<file path="src/hw/rtl/dcrc_pkg.sv">
// ----------------------------------------------------------------------------
// dcrc_pkg
// Types, constants and helpers shared by the DMA channel register controller.
// ----------------------------------------------------------------------------
`default_nettype none

package dcrc_pkg;

    // Default sizing
    localparam int DEF_CHANNELS      = 8;
    localparam int DEF_REQUEST_LINES = 32;

    // Per-input limit on start commands
    localparam int          CNT_W      = 4;
    localparam logic [3:0]  MAX_STARTS = 4'd8;

    // Control register bit positions
    localparam int EN_POS   = 16;
    localparam int SRST_POS = 19;
    localparam int DREQ_POS = 20;
    localparam int DIR_POS  = 26;
    localparam int PW_LO    = 27;
    localparam int IEN_POS  = 29;

    // Interrupt status bit positions
    localparam int FIN_POS  = 17;

    // Control bits kept in storage: DREQ and count live elsewhere
    localparam logic [31:0] CTRL_KEEP = 32'hFFEF_0000;

    // Register slots inside a channel window
    localparam logic [2:0] REG_START = 3'd0;
    localparam logic [2:0] REG_CTRL  = 3'd1;
    localparam logic [2:0] REG_PER   = 3'd2;
    localparam logic [2:0] REG_IRQ   = 3'd3;

    // Configuration register indexes
    localparam int         CFG_IDX_W = 1;
    localparam logic [0:0] CFG_BASE  = 1'b0;
    localparam logic [0:0] CFG_MAP   = 1'b1;

    typedef enum logic [1:0] {
        FUNC_READ  = 2'd0,
        FUNC_WRITE = 2'd1,
        FUNC_LINE  = 2'd2,
        FUNC_DONE  = 2'd3
    } t_func;

    typedef enum logic [1:0] {
        KIND_REPLY = 2'd0,
        KIND_START = 2'd1,
        KIND_STOP  = 2'd2
    } t_kind;

    typedef enum logic [1:0] {
        ST_IDLE,
        ST_EXEC,
        ST_SCAN,
        ST_FLUSH
    } t_state;

    // One channel's register state
    typedef struct packed {
        logic [31:0] start_addr;
        logic [31:0] ctrl;
        logic [15:0] count;
        logic [22:0] offset;
        logic [2:0]  burst;
        logic [17:0] irq;
    } t_chan;

    // Write request into the channel bank
    typedef struct packed {
        logic        we_start;
        logic        we_ctrl;
        logic        we_per;
        logic        we_irq;
        logic        done;
        logic [31:0] data;
    } t_bank_wr;

    // One result item
    typedef struct packed {
        t_kind       kind;
        logic [2:0]  channel;
        logic [31:0] rdata;
        logic [31:0] src_addr;
        logic [31:0] dst_addr;
        logic        direction;
        logic [2:0]  word_bytes;
        logic [15:0] word_count;
        logic [2:0]  burst;
        logic        last;
    } t_result;

    // Request line of a channel; channels above 7 use line 0
    function automatic logic [4:0] line_of(input logic [39:0] map, input logic [5:0] ch);
        logic [4:0] line;
        line = 5'd0;
        unique case (ch)
            6'd0:    line = map[4:0];
            6'd1:    line = map[9:5];
            6'd2:    line = map[14:10];
            6'd3:    line = map[19:15];
            6'd4:    line = map[24:20];
            6'd5:    line = map[29:25];
            6'd6:    line = map[34:30];
            6'd7:    line = map[39:35];
            default: line = 5'd0;
        endcase
        return line;
    endfunction

endpackage

`default_nettype wire

</file>
<file path="src/hw/rtl/dcrc_if.sv">
// ----------------------------------------------------------------------------
// dcrc_if
// Valid/ready channels of the DMA channel register controller: event input,
// result output and configuration write.
// ----------------------------------------------------------------------------
`default_nettype none

interface dcrc_in_if;
    logic        valid;
    logic        ready;
    logic [1:0]  func;
    logic [9:0]  addr;
    logic [31:0] wdata;
    logic [4:0]  drq_line;
    logic        drq_level;
    logic [2:0]  done_channel;

    modport source (output valid, func, addr, wdata, drq_line, drq_level, done_channel,
                    input ready);
    modport sink   (input valid, func, addr, wdata, drq_line, drq_level, done_channel,
                    output ready);
endinterface

interface dcrc_out_if;
    logic        valid;
    logic        ready;
    logic [1:0]  kind;
    logic [2:0]  channel;
    logic [31:0] rdata;
    logic [31:0] src_addr;
    logic [31:0] dst_addr;
    logic        direction;
    logic [2:0]  word_bytes;
    logic [15:0] word_count;
    logic [2:0]  burst;
    logic        last;

    modport source (output valid, kind, channel, rdata, src_addr, dst_addr, direction,
                    word_bytes, word_count, burst, last, input ready);
    modport sink   (input valid, kind, channel, rdata, src_addr, dst_addr, direction,
                    word_bytes, word_count, burst, last, output ready);
endinterface

interface dcrc_cfg_if;
    logic                               valid;
    logic                               ready;
    logic [dcrc_pkg::CFG_IDX_W-1:0]     index;
    logic [39:0]                        data;

    modport source (output valid, index, data, input ready);
    modport sink   (input valid, index, data, output ready);
endinterface

`default_nettype wire

</file>
<file path="src/hw/rtl/dcrc_bank.sv">
// ----------------------------------------------------------------------------
// dcrc_bank
// Per-channel register state with one read port and one write port, both at
// the channel the sequencer points to.
// ----------------------------------------------------------------------------
`default_nettype none

module dcrc_bank #(
    parameter  int CHANNELS = dcrc_pkg::DEF_CHANNELS,
    localparam int CH_W     = (CHANNELS > 1) ? $clog2(CHANNELS) : 1
) (
    input  wire logic               i_clk,
    input  wire logic               i_rst_n,
    input  wire logic [CH_W-1:0]    i_ch,
    input  wire dcrc_pkg::t_bank_wr i_wr,
    output dcrc_pkg::t_chan         o_rd
);

    dcrc_pkg::t_chan r_bank [CHANNELS];
    dcrc_pkg::t_chan n_entry;
    logic            wr_any;

    assign o_rd   = r_bank[i_ch];
    assign wr_any = i_wr.we_start | i_wr.we_ctrl | i_wr.we_per | i_wr.we_irq | i_wr.done;

    // Updated entry for the addressed channel
    always_comb begin
        n_entry = o_rd;
        if (i_wr.we_start) begin
            n_entry.start_addr = i_wr.data;
        end
        if (i_wr.we_ctrl) begin
            n_entry.ctrl  = i_wr.data & dcrc_pkg::CTRL_KEEP;
            n_entry.count = i_wr.data[15:0];
        end
        if (i_wr.we_per) begin
            n_entry.offset = i_wr.data[22:0];
            n_entry.burst  = i_wr.data[26:24];
        end
        if (i_wr.we_irq) begin
            n_entry.irq = {14'd0, i_wr.data[3:0]};
        end
        // finished transfer: drop EN and count, flag FIN when enabled
        if (i_wr.done) begin
            n_entry.count                     = 16'd0;
            n_entry.ctrl[dcrc_pkg::EN_POS]    = 1'b0;
            if (o_rd.ctrl[dcrc_pkg::IEN_POS]) begin
                n_entry.irq[dcrc_pkg::FIN_POS] = 1'b1;
            end
        end
    end

    always_ff @(posedge i_clk) begin
        if (!i_rst_n) begin
            for (int i = 0; i < CHANNELS; i++) begin
                r_bank[i] <= '0;
            end
        end else if (wr_any) begin
            r_bank[i_ch] <= n_entry;
        end
    end

endmodule

`default_nettype wire

</file>
<file path="src/hw/rtl/dcrc_start.sv">
// ----------------------------------------------------------------------------
// dcrc_start
// Start command builder shared by register writes and the request line scan:
// peripheral address adder, direction swap and word size decode.
// ----------------------------------------------------------------------------
`default_nettype none

module dcrc_start (
    input  wire logic [31:0]       i_base,
    input  wire dcrc_pkg::t_chan   i_chan,
    input  wire logic [2:0]        i_channel,
    output dcrc_pkg::t_result      o_res
);

    logic [31:0] per_addr;
    logic        dir;
    logic [1:0]  pw;
    logic [2:0]  bytes;

    assign per_addr = i_base + 32'({i_chan.offset, 2'b00});
    assign dir      = i_chan.ctrl[dcrc_pkg::DIR_POS];
    assign pw       = i_chan.ctrl[dcrc_pkg::PW_LO +: 2];

    // 4 >> pw, zero for the reserved code
    always_comb begin
        case (pw)
            2'd0:    bytes = 3'd4;
            2'd1:    bytes = 3'd2;
            2'd2:    bytes = 3'd1;
            default: bytes = 3'd0;
        endcase
    end

    always_comb begin
        o_res            = '0;
        o_res.kind       = dcrc_pkg::KIND_START;
        o_res.channel    = i_channel;
        o_res.src_addr   = dir ? per_addr : i_chan.start_addr;
        o_res.dst_addr   = dir ? i_chan.start_addr : per_addr;
        o_res.direction  = dir;
        o_res.word_bytes = bytes;
        o_res.word_count = i_chan.count;
        o_res.burst      = i_chan.burst;
        o_res.last       = 1'b0;
    end

endmodule

`default_nettype wire

</file>
<file path="src/hw/rtl/dma_channel_register_controller.sv">
// ----------------------------------------------------------------------------
// dma_channel_register_controller: bus reads/writes, line lowered, finished: one
// result, registered once the output is free; no new item until idle. Line
// raised: one channel a cycle bar output stalls, via the single bank read port.
// Synchronous active-low reset clears bank, state, config and line levels.
// ----------------------------------------------------------------------------
`default_nettype none

module dma_channel_register_controller #(
    parameter int CHANNELS      = dcrc_pkg::DEF_CHANNELS,
    parameter int REQUEST_LINES = dcrc_pkg::DEF_REQUEST_LINES
) (
    input  wire logic  i_clk,
    input  wire logic  i_rst_n,
    dcrc_in_if.sink    i_in,
    dcrc_out_if.source o_out,
    dcrc_cfg_if.sink   i_cfg
);

    localparam int CH_W = (CHANNELS > 1) ? $clog2(CHANNELS) : 1;
    localparam int LW   = (REQUEST_LINES > 1) ? $clog2(REQUEST_LINES) : 1;

    // Control state
    dcrc_pkg::t_state r_state, n_state;
    logic                      r_out_v,  n_out_v;
    logic                      r_pend_v, n_pend_v;
    logic [dcrc_pkg::CNT_W-1:0] r_cnt,   n_cnt;
    logic [31:0]               r_base,   n_base;
    logic [39:0]               r_map,    n_map;
    logic [REQUEST_LINES-1:0]  r_req,    n_req;

    // Item and result payload
    dcrc_pkg::t_func   r_func,  n_func;
    logic [9:0]        r_addr,  n_addr;
    logic [31:0]       r_wdata, n_wdata;
    logic [4:0]        r_dl,    n_dl;
    logic              r_lv,    n_lv;
    logic [CH_W-1:0]   r_ch,    n_ch;
    logic              r_ok,    n_ok;
    dcrc_pkg::t_result r_pend,  n_pend;
    dcrc_pkg::t_result r_out,   n_out;

    dcrc_pkg::t_chan   bank_rd;
    dcrc_pkg::t_chan   start_in;
    dcrc_pkg::t_bank_wr bank_wr;
    dcrc_pkg::t_result start_res;
    dcrc_pkg::t_result exec_res;
    dcrc_pkg::t_result reply_res;

    logic        in_fire;
    logic        out_free;
    dcrc_pkg::t_func in_func;
    logic [5:0]  in_ch6;
    logic [5:0]  in_dc6;
    logic        in_bus_ok;
    logic        in_line_ok;
    logic [4:0]  ch_line;
    logic        ch_high;
    logic        ch_last;
    logic [2:0]  reg_sel;
    logic        exec_fire;
    logic        flush_fire;
    logic        scan_match;
    logic        scan_stall;
    logic        scan_step;

    // ------------------------------------------------------------------
    // Submodules
    // ------------------------------------------------------------------
    dcrc_bank #(
        .CHANNELS (CHANNELS)
    ) u_bank (
        .i_clk   (i_clk),
        .i_rst_n (i_rst_n),
        .i_ch    (r_ch),
        .i_wr    (bank_wr),
        .o_rd    (bank_rd)
    );

    dcrc_start u_start (
        .i_base    (r_base),
        .i_chan    (start_in),
        .i_channel (3'(r_ch)),
        .o_res     (start_res)
    );

    // ------------------------------------------------------------------
    // Handshakes and decode
    // ------------------------------------------------------------------
    assign i_in.ready  = (r_state == dcrc_pkg::ST_IDLE);
    assign i_cfg.ready = 1'b1;
    assign in_fire     = i_in.valid && i_in.ready;
    assign out_free    = !r_out_v || o_out.ready;

    assign in_func    = dcrc_pkg::t_func'(i_in.func);
    assign in_ch6     = {1'b0, i_in.addr[9:5]};
    assign in_dc6     = {3'b000, i_in.done_channel};
    assign in_bus_ok  = (i_in.addr[1:0] == 2'b00) && (in_ch6 < 6'(CHANNELS));
    assign in_line_ok = ({1'b0, i_in.drq_line} < 6'(REQUEST_LINES));

    // Request line of the addressed channel and its level
    assign ch_line = dcrc_pkg::line_of(r_map, 6'(r_ch));
    assign ch_high = ({1'b0, ch_line} < 6'(REQUEST_LINES)) && r_req[ch_line[LW-1:0]];
    assign ch_last = (r_ch == CH_W'(CHANNELS - 1));
    assign reg_sel = r_addr[4:2];

    assign exec_fire  = (r_state == dcrc_pkg::ST_EXEC) && out_free;
    assign flush_fire = (r_state == dcrc_pkg::ST_FLUSH) && out_free;

    // Scan: channel mapped to the raised line with EN set, under the start limit
    assign scan_match = (r_state == dcrc_pkg::ST_SCAN) && (ch_line == r_dl)
                        && bank_rd.ctrl[dcrc_pkg::EN_POS] && (r_cnt < dcrc_pkg::MAX_STARTS);
    assign scan_stall = scan_match && r_pend_v && !out_free;
    assign scan_step  = (r_state == dcrc_pkg::ST_SCAN) && !scan_stall;

    // Builder input: a control write starts from the new control word
    always_comb begin
        start_in = bank_rd;
        if (r_state == dcrc_pkg::ST_EXEC) begin
            start_in.ctrl  = r_wdata & dcrc_pkg::CTRL_KEEP;
            start_in.count = r_wdata[15:0];
        end
    end

    // ------------------------------------------------------------------
    // Single-result execution of bus accesses, line lowered and finished
    // ------------------------------------------------------------------
    always_comb begin
        reply_res      = '0;
        reply_res.kind = dcrc_pkg::KIND_REPLY;
        reply_res.last = 1'b1;
        exec_res       = reply_res;
        bank_wr        = '0;
        bank_wr.data   = r_wdata;
        case (r_func)
            dcrc_pkg::FUNC_READ: begin
                if (r_ok) begin
                    unique case (reg_sel)
                        dcrc_pkg::REG_START: exec_res.rdata = bank_rd.start_addr;
                        dcrc_pkg::REG_CTRL: begin
                            exec_res.rdata = bank_rd.ctrl | 32'(bank_rd.count);
                            exec_res.rdata[dcrc_pkg::DREQ_POS] = ch_high;
                        end
                        dcrc_pkg::REG_PER:
                            exec_res.rdata = {5'd0, bank_rd.burst, 1'b0, bank_rd.offset};
                        dcrc_pkg::REG_IRQ:   exec_res.rdata = 32'(bank_rd.irq);
                        default:             exec_res.rdata = 32'd0;
                    endcase
                end
            end
            dcrc_pkg::FUNC_WRITE: begin
                if (r_ok) begin
                    unique case (reg_sel)
                        dcrc_pkg::REG_START: bank_wr.we_start = exec_fire;
                        dcrc_pkg::REG_CTRL: begin
                            bank_wr.we_ctrl = exec_fire;
                            if (r_wdata[dcrc_pkg::SRST_POS]) begin
                                exec_res.kind    = dcrc_pkg::KIND_STOP;
                                exec_res.channel = 3'(r_ch);
                            end else if (bank_rd.ctrl[dcrc_pkg::EN_POS]
                                         != r_wdata[dcrc_pkg::EN_POS]) begin
                                if (!r_wdata[dcrc_pkg::EN_POS]) begin
                                    exec_res.kind    = dcrc_pkg::KIND_STOP;
                                    exec_res.channel = 3'(r_ch);
                                end else if (ch_high) begin
                                    exec_res      = start_res;
                                    exec_res.last = 1'b1;
                                end
                            end
                        end
                        dcrc_pkg::REG_PER:   bank_wr.we_per = exec_fire;
                        dcrc_pkg::REG_IRQ:   bank_wr.we_irq = exec_fire;
                        default:             bank_wr.we_irq = 1'b0;
                    endcase
                end
            end
            dcrc_pkg::FUNC_DONE: bank_wr.done = exec_fire && r_ok;
            default:             bank_wr.done = 1'b0;
        endcase
    end

    // ------------------------------------------------------------------
    // Next state
    // ------------------------------------------------------------------
    always_comb begin
        n_state = r_state;
        unique case (r_state)
            dcrc_pkg::ST_IDLE: begin
                if (in_fire) begin
                    if (in_func == dcrc_pkg::FUNC_LINE && i_in.drq_level && in_line_ok) begin
                        n_state = dcrc_pkg::ST_SCAN;
                    end else begin
                        n_state = dcrc_pkg::ST_EXEC;
                    end
                end
            end
            dcrc_pkg::ST_EXEC: begin
                if (out_free) begin
                    n_state = dcrc_pkg::ST_IDLE;
                end
            end
            dcrc_pkg::ST_SCAN: begin
                if (scan_step && ch_last) begin
                    n_state = dcrc_pkg::ST_FLUSH;
                end
            end
            dcrc_pkg::ST_FLUSH: begin
                if (out_free) begin
                    n_state = dcrc_pkg::ST_IDLE;
                end
            end
            default: n_state = dcrc_pkg::ST_IDLE;
        endcase
    end

    // ------------------------------------------------------------------
    // Datapath and sequencer outputs
    // ------------------------------------------------------------------
    always_comb begin
        n_func   = r_func;
        n_addr   = r_addr;
        n_wdata  = r_wdata;
        n_dl     = r_dl;
        n_lv     = r_lv;
        n_ch     = r_ch;
        n_ok     = r_ok;
        n_cnt    = r_cnt;
        n_pend   = r_pend;
        n_pend_v = r_pend_v;
        n_out    = r_out;
        n_out_v  = r_out_v && !o_out.ready;
        n_base   = r_base;
        n_map    = r_map;
        n_req    = r_req;

        // configuration writes
        if (i_cfg.valid) begin
            unique case (i_cfg.index)
                dcrc_pkg::CFG_BASE: n_base = i_cfg.data[31:0];
                dcrc_pkg::CFG_MAP:  n_map  = i_cfg.data;
                default:            n_map  = r_map;
            endcase
        end

        // capture an accepted item
        if (in_fire) begin
            n_func   = in_func;
            n_addr   = i_in.addr;
            n_wdata  = i_in.wdata;
            n_dl     = i_in.drq_line;
            n_lv     = i_in.drq_level;
            n_cnt    = '0;
            n_pend_v = 1'b0;
            case (in_func)
                dcrc_pkg::FUNC_LINE: begin
                    n_ch = '0;
                    n_ok = in_line_ok;
                end
                dcrc_pkg::FUNC_DONE: begin
                    n_ch = in_dc6[CH_W-1:0];
                    n_ok = (in_dc6 < 6'(CHANNELS));
                end
                default: begin
                    n_ch = in_ch6[CH_W-1:0];
                    n_ok = in_bus_ok;
                end
            endcase
        end

        // single result, line lowered records the new level
        if (exec_fire) begin
            n_out_v = 1'b1;
            n_out   = exec_res;
            if (r_func == dcrc_pkg::FUNC_LINE && r_ok && !r_lv) begin
                n_req[r_dl[LW-1:0]] = 1'b0;
            end
        end

        // scan step: a new start pushes the held one out
        if (scan_step) begin
            if (scan_match) begin
                if (r_pend_v) begin
                    n_out_v = 1'b1;
                    n_out   = r_pend;
                end
                n_pend   = start_res;
                n_pend_v = 1'b1;
                n_cnt    = r_cnt + 1'b1;
            end
            if (!ch_last) begin
                n_ch = r_ch + 1'b1;
            end
        end

        // end of scan: final result and the line goes high
        if (flush_fire) begin
            n_out_v = 1'b1;
            if (r_pend_v) begin
                n_out      = r_pend;
                n_out.last = 1'b1;
            end else begin
                n_out = reply_res;
            end
            n_pend_v            = 1'b0;
            n_req[r_dl[LW-1:0]] = 1'b1;
        end
    end

    // ------------------------------------------------------------------
    // Registers
    // ------------------------------------------------------------------
    always_ff @(posedge i_clk) begin
        if (!i_rst_n) begin
            r_state  <= dcrc_pkg::ST_IDLE;
            r_out_v  <= 1'b0;
            r_pend_v <= 1'b0;
            r_cnt    <= '0;
            r_base   <= '0;
            r_map    <= '0;
            r_req    <= '0;
        end else begin
            r_state  <= n_state;
            r_out_v  <= n_out_v;
            r_pend_v <= n_pend_v;
            r_cnt    <= n_cnt;
            r_base   <= n_base;
            r_map    <= n_map;
            r_req    <= n_req;
        end
    end

    always_ff @(posedge i_clk) begin
        r_func  <= n_func;
        r_addr  <= n_addr;
        r_wdata <= n_wdata;
        r_dl    <= n_dl;
        r_lv    <= n_lv;
        r_ch    <= n_ch;
        r_ok    <= n_ok;
        r_pend  <= n_pend;
        r_out   <= n_out;
    end

    // ------------------------------------------------------------------
    // Result port
    // ------------------------------------------------------------------
    assign o_out.valid      = r_out_v;
    assign o_out.kind       = r_out.kind;
    assign o_out.channel    = r_out.channel;
    assign o_out.rdata      = r_out.rdata;
    assign o_out.src_addr   = r_out.src_addr;
    assign o_out.dst_addr   = r_out.dst_addr;
    assign o_out.direction  = r_out.direction;
    assign o_out.word_bytes = r_out.word_bytes;
    assign o_out.word_count = r_out.word_count;
    assign o_out.burst      = r_out.burst;
    assign o_out.last       = r_out.last;

`ifndef SYNTHESIS
    // start count never passes the per-item limit
    a_cnt_limit: assert property (@(posedge i_clk) disable iff (!i_rst_n)
        r_cnt <= dcrc_pkg::MAX_STARTS)
        else $error("start count above limit");

    // a held start exists only while a scan is in progress
    a_pend_state: assert property (@(posedge i_clk) disable iff (!i_rst_n)
        r_pend_v |-> (r_state == dcrc_pkg::ST_SCAN || r_state == dcrc_pkg::ST_FLUSH))
        else $error("held start outside scan");

    // a non-final result is always followed by a held one
    a_last_follows: assert property (@(posedge i_clk) disable iff (!i_rst_n)
        (r_out_v && !r_out.last) |-> r_pend_v)
        else $error("non-final result without a successor");

    // an accepted item always starts work
    a_accept_busy: assert property (@(posedge i_clk) disable iff (!i_rst_n)
        in_fire |=> (r_state != dcrc_pkg::ST_IDLE))
        else $error("accepted item dropped");
`endif

endmodule

`default_nettype wire
</file>
<file path="src/flat_wrapper.sv">
// flat-port wrapper written by rule: the top's interface ports become plain ports
module dma_channel_register_controller_flat 
#(
    parameter int CHANNELS      = dcrc_pkg::DEF_CHANNELS,
    parameter int REQUEST_LINES = dcrc_pkg::DEF_REQUEST_LINES
)
  (i_clk, i_rst_n, i_in_valid, i_in_func, i_in_addr, i_in_wdata, i_in_drq_line, i_in_drq_level, i_in_done_channel, i_in_ready, o_out_valid, o_out_kind, o_out_channel, o_out_rdata, o_out_src_addr, o_out_dst_addr, o_out_direction, o_out_word_bytes, o_out_word_count, o_out_burst, o_out_last, o_out_ready, i_cfg_valid, i_cfg_index, i_cfg_data, i_cfg_ready);
  dcrc_in_if i_in_i ();
  dcrc_out_if o_out_i ();
  dcrc_cfg_if i_cfg_i ();
  input  wire logic i_clk;
  input  wire logic i_rst_n;
  input wire logic [$bits(i_in_i.valid)-1:0] i_in_valid;
  input wire logic [$bits(i_in_i.func)-1:0] i_in_func;
  input wire logic [$bits(i_in_i.addr)-1:0] i_in_addr;
  input wire logic [$bits(i_in_i.wdata)-1:0] i_in_wdata;
  input wire logic [$bits(i_in_i.drq_line)-1:0] i_in_drq_line;
  input wire logic [$bits(i_in_i.drq_level)-1:0] i_in_drq_level;
  input wire logic [$bits(i_in_i.done_channel)-1:0] i_in_done_channel;
  output wire logic [$bits(i_in_i.ready)-1:0] i_in_ready;
  output wire logic [$bits(o_out_i.valid)-1:0] o_out_valid;
  output wire logic [$bits(o_out_i.kind)-1:0] o_out_kind;
  output wire logic [$bits(o_out_i.channel)-1:0] o_out_channel;
  output wire logic [$bits(o_out_i.rdata)-1:0] o_out_rdata;
  output wire logic [$bits(o_out_i.src_addr)-1:0] o_out_src_addr;
  output wire logic [$bits(o_out_i.dst_addr)-1:0] o_out_dst_addr;
  output wire logic [$bits(o_out_i.direction)-1:0] o_out_direction;
  output wire logic [$bits(o_out_i.word_bytes)-1:0] o_out_word_bytes;
  output wire logic [$bits(o_out_i.word_count)-1:0] o_out_word_count;
  output wire logic [$bits(o_out_i.burst)-1:0] o_out_burst;
  output wire logic [$bits(o_out_i.last)-1:0] o_out_last;
  input wire logic [$bits(o_out_i.ready)-1:0] o_out_ready;
  input wire logic [$bits(i_cfg_i.valid)-1:0] i_cfg_valid;
  input wire logic [$bits(i_cfg_i.index)-1:0] i_cfg_index;
  input wire logic [$bits(i_cfg_i.data)-1:0] i_cfg_data;
  output wire logic [$bits(i_cfg_i.ready)-1:0] i_cfg_ready;
  assign i_in_i.valid = i_in_valid;
  assign i_in_i.func = i_in_func;
  assign i_in_i.addr = i_in_addr;
  assign i_in_i.wdata = i_in_wdata;
  assign i_in_i.drq_line = i_in_drq_line;
  assign i_in_i.drq_level = i_in_drq_level;
  assign i_in_i.done_channel = i_in_done_channel;
  assign i_in_ready = i_in_i.ready;
  assign o_out_valid = o_out_i.valid;
  assign o_out_kind = o_out_i.kind;
  assign o_out_channel = o_out_i.channel;
  assign o_out_rdata = o_out_i.rdata;
  assign o_out_src_addr = o_out_i.src_addr;
  assign o_out_dst_addr = o_out_i.dst_addr;
  assign o_out_direction = o_out_i.direction;
  assign o_out_word_bytes = o_out_i.word_bytes;
  assign o_out_word_count = o_out_i.word_count;
  assign o_out_burst = o_out_i.burst;
  assign o_out_last = o_out_i.last;
  assign o_out_i.ready = o_out_ready;
  assign i_cfg_i.valid = i_cfg_valid;
  assign i_cfg_i.index = i_cfg_index;
  assign i_cfg_i.data = i_cfg_data;
  assign i_cfg_ready = i_cfg_i.ready;
  dma_channel_register_controller #(.CHANNELS(CHANNELS), .REQUEST_LINES(REQUEST_LINES)) u_core (.i_clk(i_clk), .i_rst_n(i_rst_n), .i_in(i_in_i), .o_out(o_out_i), .i_cfg(i_cfg_i));
endmodule
</file>
<file path="config.mk">
export PLATFORM = sky130hd
export DESIGN_NAME = dma_channel_register_controller_flat
export DESIGN_NICKNAME = d
export VERILOG_FILES = /design/src/hw/rtl/dcrc_pkg.sv /design/src/hw/rtl/dcrc_if.sv /design/src/hw/rtl/dcrc_bank.sv /design/src/hw/rtl/dcrc_start.sv /design/src/hw/rtl/dma_channel_register_controller.sv /design/src/flat_wrapper.sv
export SDC_FILE = /design/constraint.sdc
export NUM_CORES = 2
export LEC_CHECK = 0
export BUFFER_PORTS_ARGS = -buffer_cell sky130_fd_sc_hd__buf_2
export CAP_MARGIN = 20
export CORE_UTILIZATION = 40
export DETAILED_ROUTE_END_ITERATION = 16
export RECOVER_POWER = 25
export SLEW_MARGIN = 20
export SYNTH_ARGS = -nofsm -noshare
export SYNTH_HDL_FRONTEND = slang
export SYNTH_SLANG_ARGS = --single-unit
</file>
<file path="constraint.sdc">
create_clock -name i_clk -period 7.7 [get_ports i_clk]
set_input_delay 0.77 -clock i_clk [delete_from_list [all_inputs] [get_ports i_clk]]
set_output_delay 0.77 -clock i_clk [all_outputs]
set_load 0.01 [all_outputs]
</file>
# ---- After elaboration in Yosys (flattened, before gate mapping)
# Memory sizes are Yosys's and may differ from the RTL's. A register that Yosys moved wholly into a read port is not among the register bits.
# Cells that the tools add are included.
dict set report classes {
  eq_ne 25
  mux 80
  n_reduce_logical 36
  order_cmp 6
  bitwise_logic 10
  n_addsub 3
}
# cell count
set op_table {}
lappend op_table {{two-way mux 125 bit} 14}
lappend op_table {{two-way mux 124 bit} 3}
lappend op_table {{two-way mux 120 bit} 2}
lappend op_table {{two-way mux 32 bit} 7}
lappend op_table {{one-hot mux 32 bit (4 select lines)} 1}
lappend op_table {{OR reduction 124 bit} 1}
lappend op_table {{two-way mux 88 bit} 1}
lappend op_table {{one-hot mux 32 bit (2 select lines)} 1}
lappend op_table {{two-way mux 48 bit} 1}
lappend op_table {{two-way mux 45 bit} 1}
lappend op_table {{one-hot mux 5 bit (8 select lines)} 1}
lappend op_table {{adder 32 x 25 -> 32 bit} 1}
lappend op_table {{bitwise AND 32 bit} 1}
lappend op_table {{inverter 32 bit} 1}
lappend op_table {{OR 32 x 16 -> 32 bit} 1}
lappend op_table {{OR 32 bit} 1}
lappend op_table {{two-way mux 26 bit} 1}
lappend op_table {{two-way mux 1 bit} 23}
lappend op_table {{two-way mux 4 bit} 5}
lappend op_table {{two-way mux 18 bit} 1}
lappend op_table {{logical AND 1 bit} 17}
lappend op_table {{two-way mux 16 bit} 1}
lappend op_table {{two-way mux 5 bit} 3}
lappend op_table {{equality test 2 bit, second input constant} 7}
lappend op_table {{32 further kinds} 64}
dict set report word_totals {
  out_inout_bits 128
  ramBits 992
  reg_bits 376
  mem_count 1
  word_cells 192
}
# memory depth word_bits rd rd_clocked_by_memory_dff wr line_no
set mem_list {}
lappend mem_list {u_core.u_bank.r_bank 8 124 1 1 8 dcrc_bank.sv:19} ;# dcrc_pkg::t_chan r_bank [CHANNELS];

# ---- Depth between registers and ports, before layout
dict set report logic_depth {
  word_depth 22
  mapped_depth 21
}

# ---- Hierarchy
# Synthesis repeated with hierarchy kept, for this count alone.
dict set report unflattened {
  hier_cells 5354
  hier_area_um2 64665.8
}
# mod area_each_um2 seq_area_each_um2 cells_each instances
set by_module_without_submodules {}
lappend by_module_without_submodules {dcrc_bank 44781.7 29788.6 3328 1}
lappend by_module_without_submodules {dma_channel_register_controller 16804.9 9879.5 1556 1}
lappend by_module_without_submodules {dcrc_start 3079.2 0.0 470 1}

# ---- Worst setup path after synthesis
# OpenSTA, ideal clock, no wires.
dict set report synth_timing {
  path_type {reg-to-reg}
  start {register u_core.r_ch[0]}
  end {register u_core.r_cnt[2] (netlist bit)}
  t_arrival_ps 6945
  n_path_buf 2
  synth_period_minus_slack_ps 7060
  path_slack_ps 640
  stages_incl_launch_ff 15
  setup_ps 115
  cell_sequence {dfxtp_1 clkbuf_1 inv_1 ha_1 buf_2 a221oi_1 a311oi_2 nor2_8 xor2_1 nand2_1 or3_1 nor2_1 nand2_1 and3_1 o21a_1}
}
dict set report synth_between {
  elab_chain_cells 11
}
# item line_no
set synth_lines {}
lappend synth_lines {{from (decl)} dma_channel_register_controller.sv:38} ;# logic [CH_W-1:0] r_ch, n_ch;
lappend synth_lines {{from (signal assigned)} dma_channel_register_controller.sv:338} ;# r_ch <= n_ch;
lappend synth_lines {{equality test 3 bit, or another cell as far along} dcrc_pkg.sv:100} ;# unique case (ch)
lappend synth_lines {{one-hot mux 5 bit (8 select lines) *} dcrc_pkg.sv:100}
lappend synth_lines {{equality test 5 bit *} dma_channel_register_controller.sv:111} ;# assign scan_match = (r_state == dcrc_pkg::ST_SCAN) && (ch_line == r_dl)
lappend synth_lines {{logical AND 1 bit *} dma_channel_register_controller.sv:111}
lappend synth_lines {{logical AND 1 bit * (2 in series)} dma_channel_register_controller.sv:112} ;# && bank_rd.ctrl[dcrc_pkg::EN_POS] && (r_cnt < dcrc_pkg::MAX_STARTS);
lappend synth_lines {{logical AND 1 bit (2 in series)} dma_channel_register_controller.sv:113} ;# assign scan_stall = scan_match && r_pend_v && !out_free;
lappend synth_lines {{logical NOT 1 bit} dma_channel_register_controller.sv:114} ;# assign scan_step = (r_state == dcrc_pkg::ST_SCAN) && !scan_stall;
lappend synth_lines {{logical AND 1 bit} dma_channel_register_controller.sv:114}
lappend synth_lines {{two-way mux 4 bit *} dma_channel_register_controller.sv:280} ;# if (scan_step) begin
lappend synth_lines {{to (signal assigned)} dma_channel_register_controller.sv:325} ;# r_cnt <= n_cnt;
lappend synth_lines {{to (decl)} dma_channel_register_controller.sv:27} ;# logic [dcrc_pkg::CNT_W-1:0] r_cnt, n_cnt;
# Mark *: on every way between the ends. The rest lies on a longest branch, timed or not.
# A chain may end at the register's enable or synchronous reset.

==> qor.csv <==
stage,metric,value,unit
drt,vias,42100,
setup_path,worstSetupPathType,register to register,
floorplan,initial_core_util,40.5,%
setup_path,required,8.08,ns
run_status,violations,"capacitance limit, slew limit",
cells_and_area,final_area,64700,um2
global_routing,grt_pass1_vias,40100,
setup_path,cpPeakStageDelay,1.48,ns
clock_tree,cts_tree,built,
global_routing,grt_pass1_wl,280,mm
floorplan,die_h,381,um
clock_tree,insertion_delay,0.78,ns
timing,finalSetupViolations,0,
drt,wire_per_inst,27.9,um
cells_and_area,multi_input_area,17600,um2
placement,place_ws,1.92,ns
placement,hpwl,113,mm
setup_path,crit_slowest_cell,dfxtp_1,
pwr,p_leak,22.5,nW
drt,highest_layer,met5,
clock_tree,clkSlewWorstSetupHoldPaths,0.06,ns
pwr,p_total,18.3,mW
drt,drcViolationCount,0,
setup_path,timing.critical_path.mode_cell,nand2_4,
placement,io_buffers,225,
timing,hold_slack,0.163,ns
setup_path,crit_chain,inv_1 -> nor2_4 -> clkbuf_1 -> nand2_4 -> nand2_4 -> buf_4,
timing,fin_ws,1.11,ns
clock_tree,cts_made_buffers,139,
drt,drtPass1Iterations,7,
timing,min_period,6.59,ns
floorplan,core,142000,um2
global_routing,grt_start_max_net_pins,105,
timing,relSlewSlack,-91.8,%
global_routing,antenna_found_initial,9,
hold_path,hold_path.class,input port to register,
clock_tree,root_buffer,clkbuf_16,
timing,rsz0062_at_grt,false,
run_status,status,"finished, violations left",
drt,drtIter0Drc,5520,
floorplan,rows,138,
synth,yosysSeqAreaShare,66.7,%
job,maxCapViolCount,17,
clock_tree,cts_resized,0,
cells_and_area,fillers,13000,
timing,worst_slew_pin_slew,2.87,ns
drt,viasPerCell,6.03,
timing,min_period_over_period,85.6,%
drt,wl_met3,18.8,mm
timing,clock-skew-final,0.0260,ns
floorplan,io_pins,227,
synth,syn_area_per_cell,11.7,um2
setup_path,worstPathMaxFanout,53,
synth,netlist_instances,4906,
clock_tree,cts_hold_buffers,0,
cells_and_area,mostFrequentLayoutCells,"1214 x nor2_1, 1118 x edfxtp_1, 424 x a22oi_1",
clock_tree,h-tree-depth,4,
setup_path,critical_path_arrival,6.97,ns
timing,slew_viol_final,654,
synth,yosys_most_used_dff,edfxtp_1,
drt,ant_nets,0,
placement,place_area,60600,um2
synth,ys_ff_latch,1358,
setup_path,cp-end-kind,register,
pwr,power_density,283,nW/um2
cells_and_area,area_growth,12.4,%
synth,synth-async-reset-ratio,0,%
timing,fin_tns_setup,0,ns
setup_path,cp-start-kind,register,
synth,syn-cell-area,57500,um2
synth,synth_fp_nets,5037,
global_routing,grt_usage,26.1,%
clock_tree,cts_max_path_buffers,3,
timing,maxClockFrequency,0.152,GHz
placement,place_congestion,0.891,
cells_and_area,layout_commonest_cell,nor2_1,
clock_tree,clock-sinks,1358,
synth,synth-warning-count,0,
synth,synth_edf_count,1118,
cells_and_area,drive_gt1_share,8.76,%
clock_tree,cts_setup_buffers,0,
drt,wirelength,195,mm
drt,wl_met1,79.6,mm
timing,final_hold_viol_count,0,
drt,wl_met2,89.3,mm
cells_and_area,final_nets,5115,
synth,yosysUniqueCellTypes,81,
floorplan,fp.dieW,381,um
floorplan,dieArea,145000,um2
global_routing,overflow,0,
cells_and_area,regArea,38400,um2
pwr,ir_drop,0.000229,V
[metal layers]
layer | GRT usage (%) | vias to the layer above
li1 | - | 18300
met1 | 36.4 | 21100
met2 | 40.7 | 2391
met3 | 4.47 | 330
met4 | 9.99 | 10
met5 | 0 | -
[flip-flops by register name (all words and copies together), names as in the netlist, 4 cells and up]
register,cells
u_core.o_out.dst_addr,32
u_core.r_dl,5
u_core.r_req,32
u_core.r_pend,90
u_core.o_out.word_count,16
u_core.u_bank.r_bank,984
u_core.r_map,40
u_core.r_cnt,4
u_core.r_base,32
u_core.o_out.src_addr,32
u_core.o_out.rdata,32
u_core.r_wdata,32
[logic make-up (layout without fill, tap and decap cells)]
family / after synthesis / after routing / share of synthesized area, %
AOI/OAI and AO/OA: 1144 / 1144 / 14.1
and+or+nand+nor: 1833 / 1833 / 13.2
DFF: 1358 / 1358 / 66.7
xor gates and xnor gates: 30 / 30 / 0.457
buffers and inverters: 422 / 608 / 2.99
other: 1 / 3 / 0.00652
muxes: 86 / 86 / 1.85
adders and majority gates: 32 / 32 / 0.709
[per-stage QoR]
| step | cells | util, % |
|---|---|---|
| finish | 6984 | 45.5 |
| global placement | 6733 | 42.6 |
| global route | 6982 | 45.5 |
| floorplan | 4906 | - |
| detailed placement | 6733 | 42.6 |
| CTS | 6982 | 45.7 |
[critical path: cells and delay by family, from the launching register on]
kind          cells  cell delay, ns
buf+inv           3            2.44
flops             1            1.48
simple gates      3            2.20
[worst paths after layout]
path / from / end / slack, ns / depth (start not counted)
worst max-delay path: u_core.r_ch[2]$_DFF_P_ / u_core.u_bank.r_bank[7][56]$_SDFFCE_PN0P_ / 1.11 / 6
worst min-delay path: i_in_wdata[27] / u_core.r_wdata[27]$_DFFE_PP_ / 0.16 / 1
worst min register to register: u_core.r_map[6]$_SDFFE_PN0P_ / u_core.r_map[6]$_SDFFE_PN0P_ / 0.47 / 2
worst max register to register: u_core.r_ch[2]$_DFF_P_ / u_core.u_bank.r_bank[7][56]$_SDFFCE_PN0P_ / 1.11 / 6
[report_power, final]
group	internal [mW]	leakage, nW	switching [mW]
logic	0.829	7.00	2.43
registers	8.26	13.3	0.189
clock network	3.71	2.13	2.86
[area by class of cell]
cell class / count / area share (%)
sequential: 1358 / 59.4
tap: 1890 / 3.66
multi-input combinational: 3126 / 27.3
clock buffer: 182 / 5.88
antenna: 2 / 0.00774
clock inverter: 67 / 0.817
inverter: 45 / 0.261
timing repair buffer: 314 / 2.74
[cells in the mapped netlist (59+ instances only)]
master / count / share of area, %
a21boi_0: 107 / 1.4
a21oi_1: 101 / 0.88
a221oi_1: 125 / 1.9
a22oi_1: 424 / 5.5
buf_1: 60 / 0.39
buf_2: 68 / 0.59
clkbuf_1: 239 / 1.6
dfxtp_1: 240 / 8.3
edfxtp_1: 1118 / 58
nand2_1: 351 / 2.3
nand4_1: 59 / 0.64
nor2_1: 1220 / 8.0
o21ai_0: 178 / 1.5
Power figures use the tool's default switching activity.
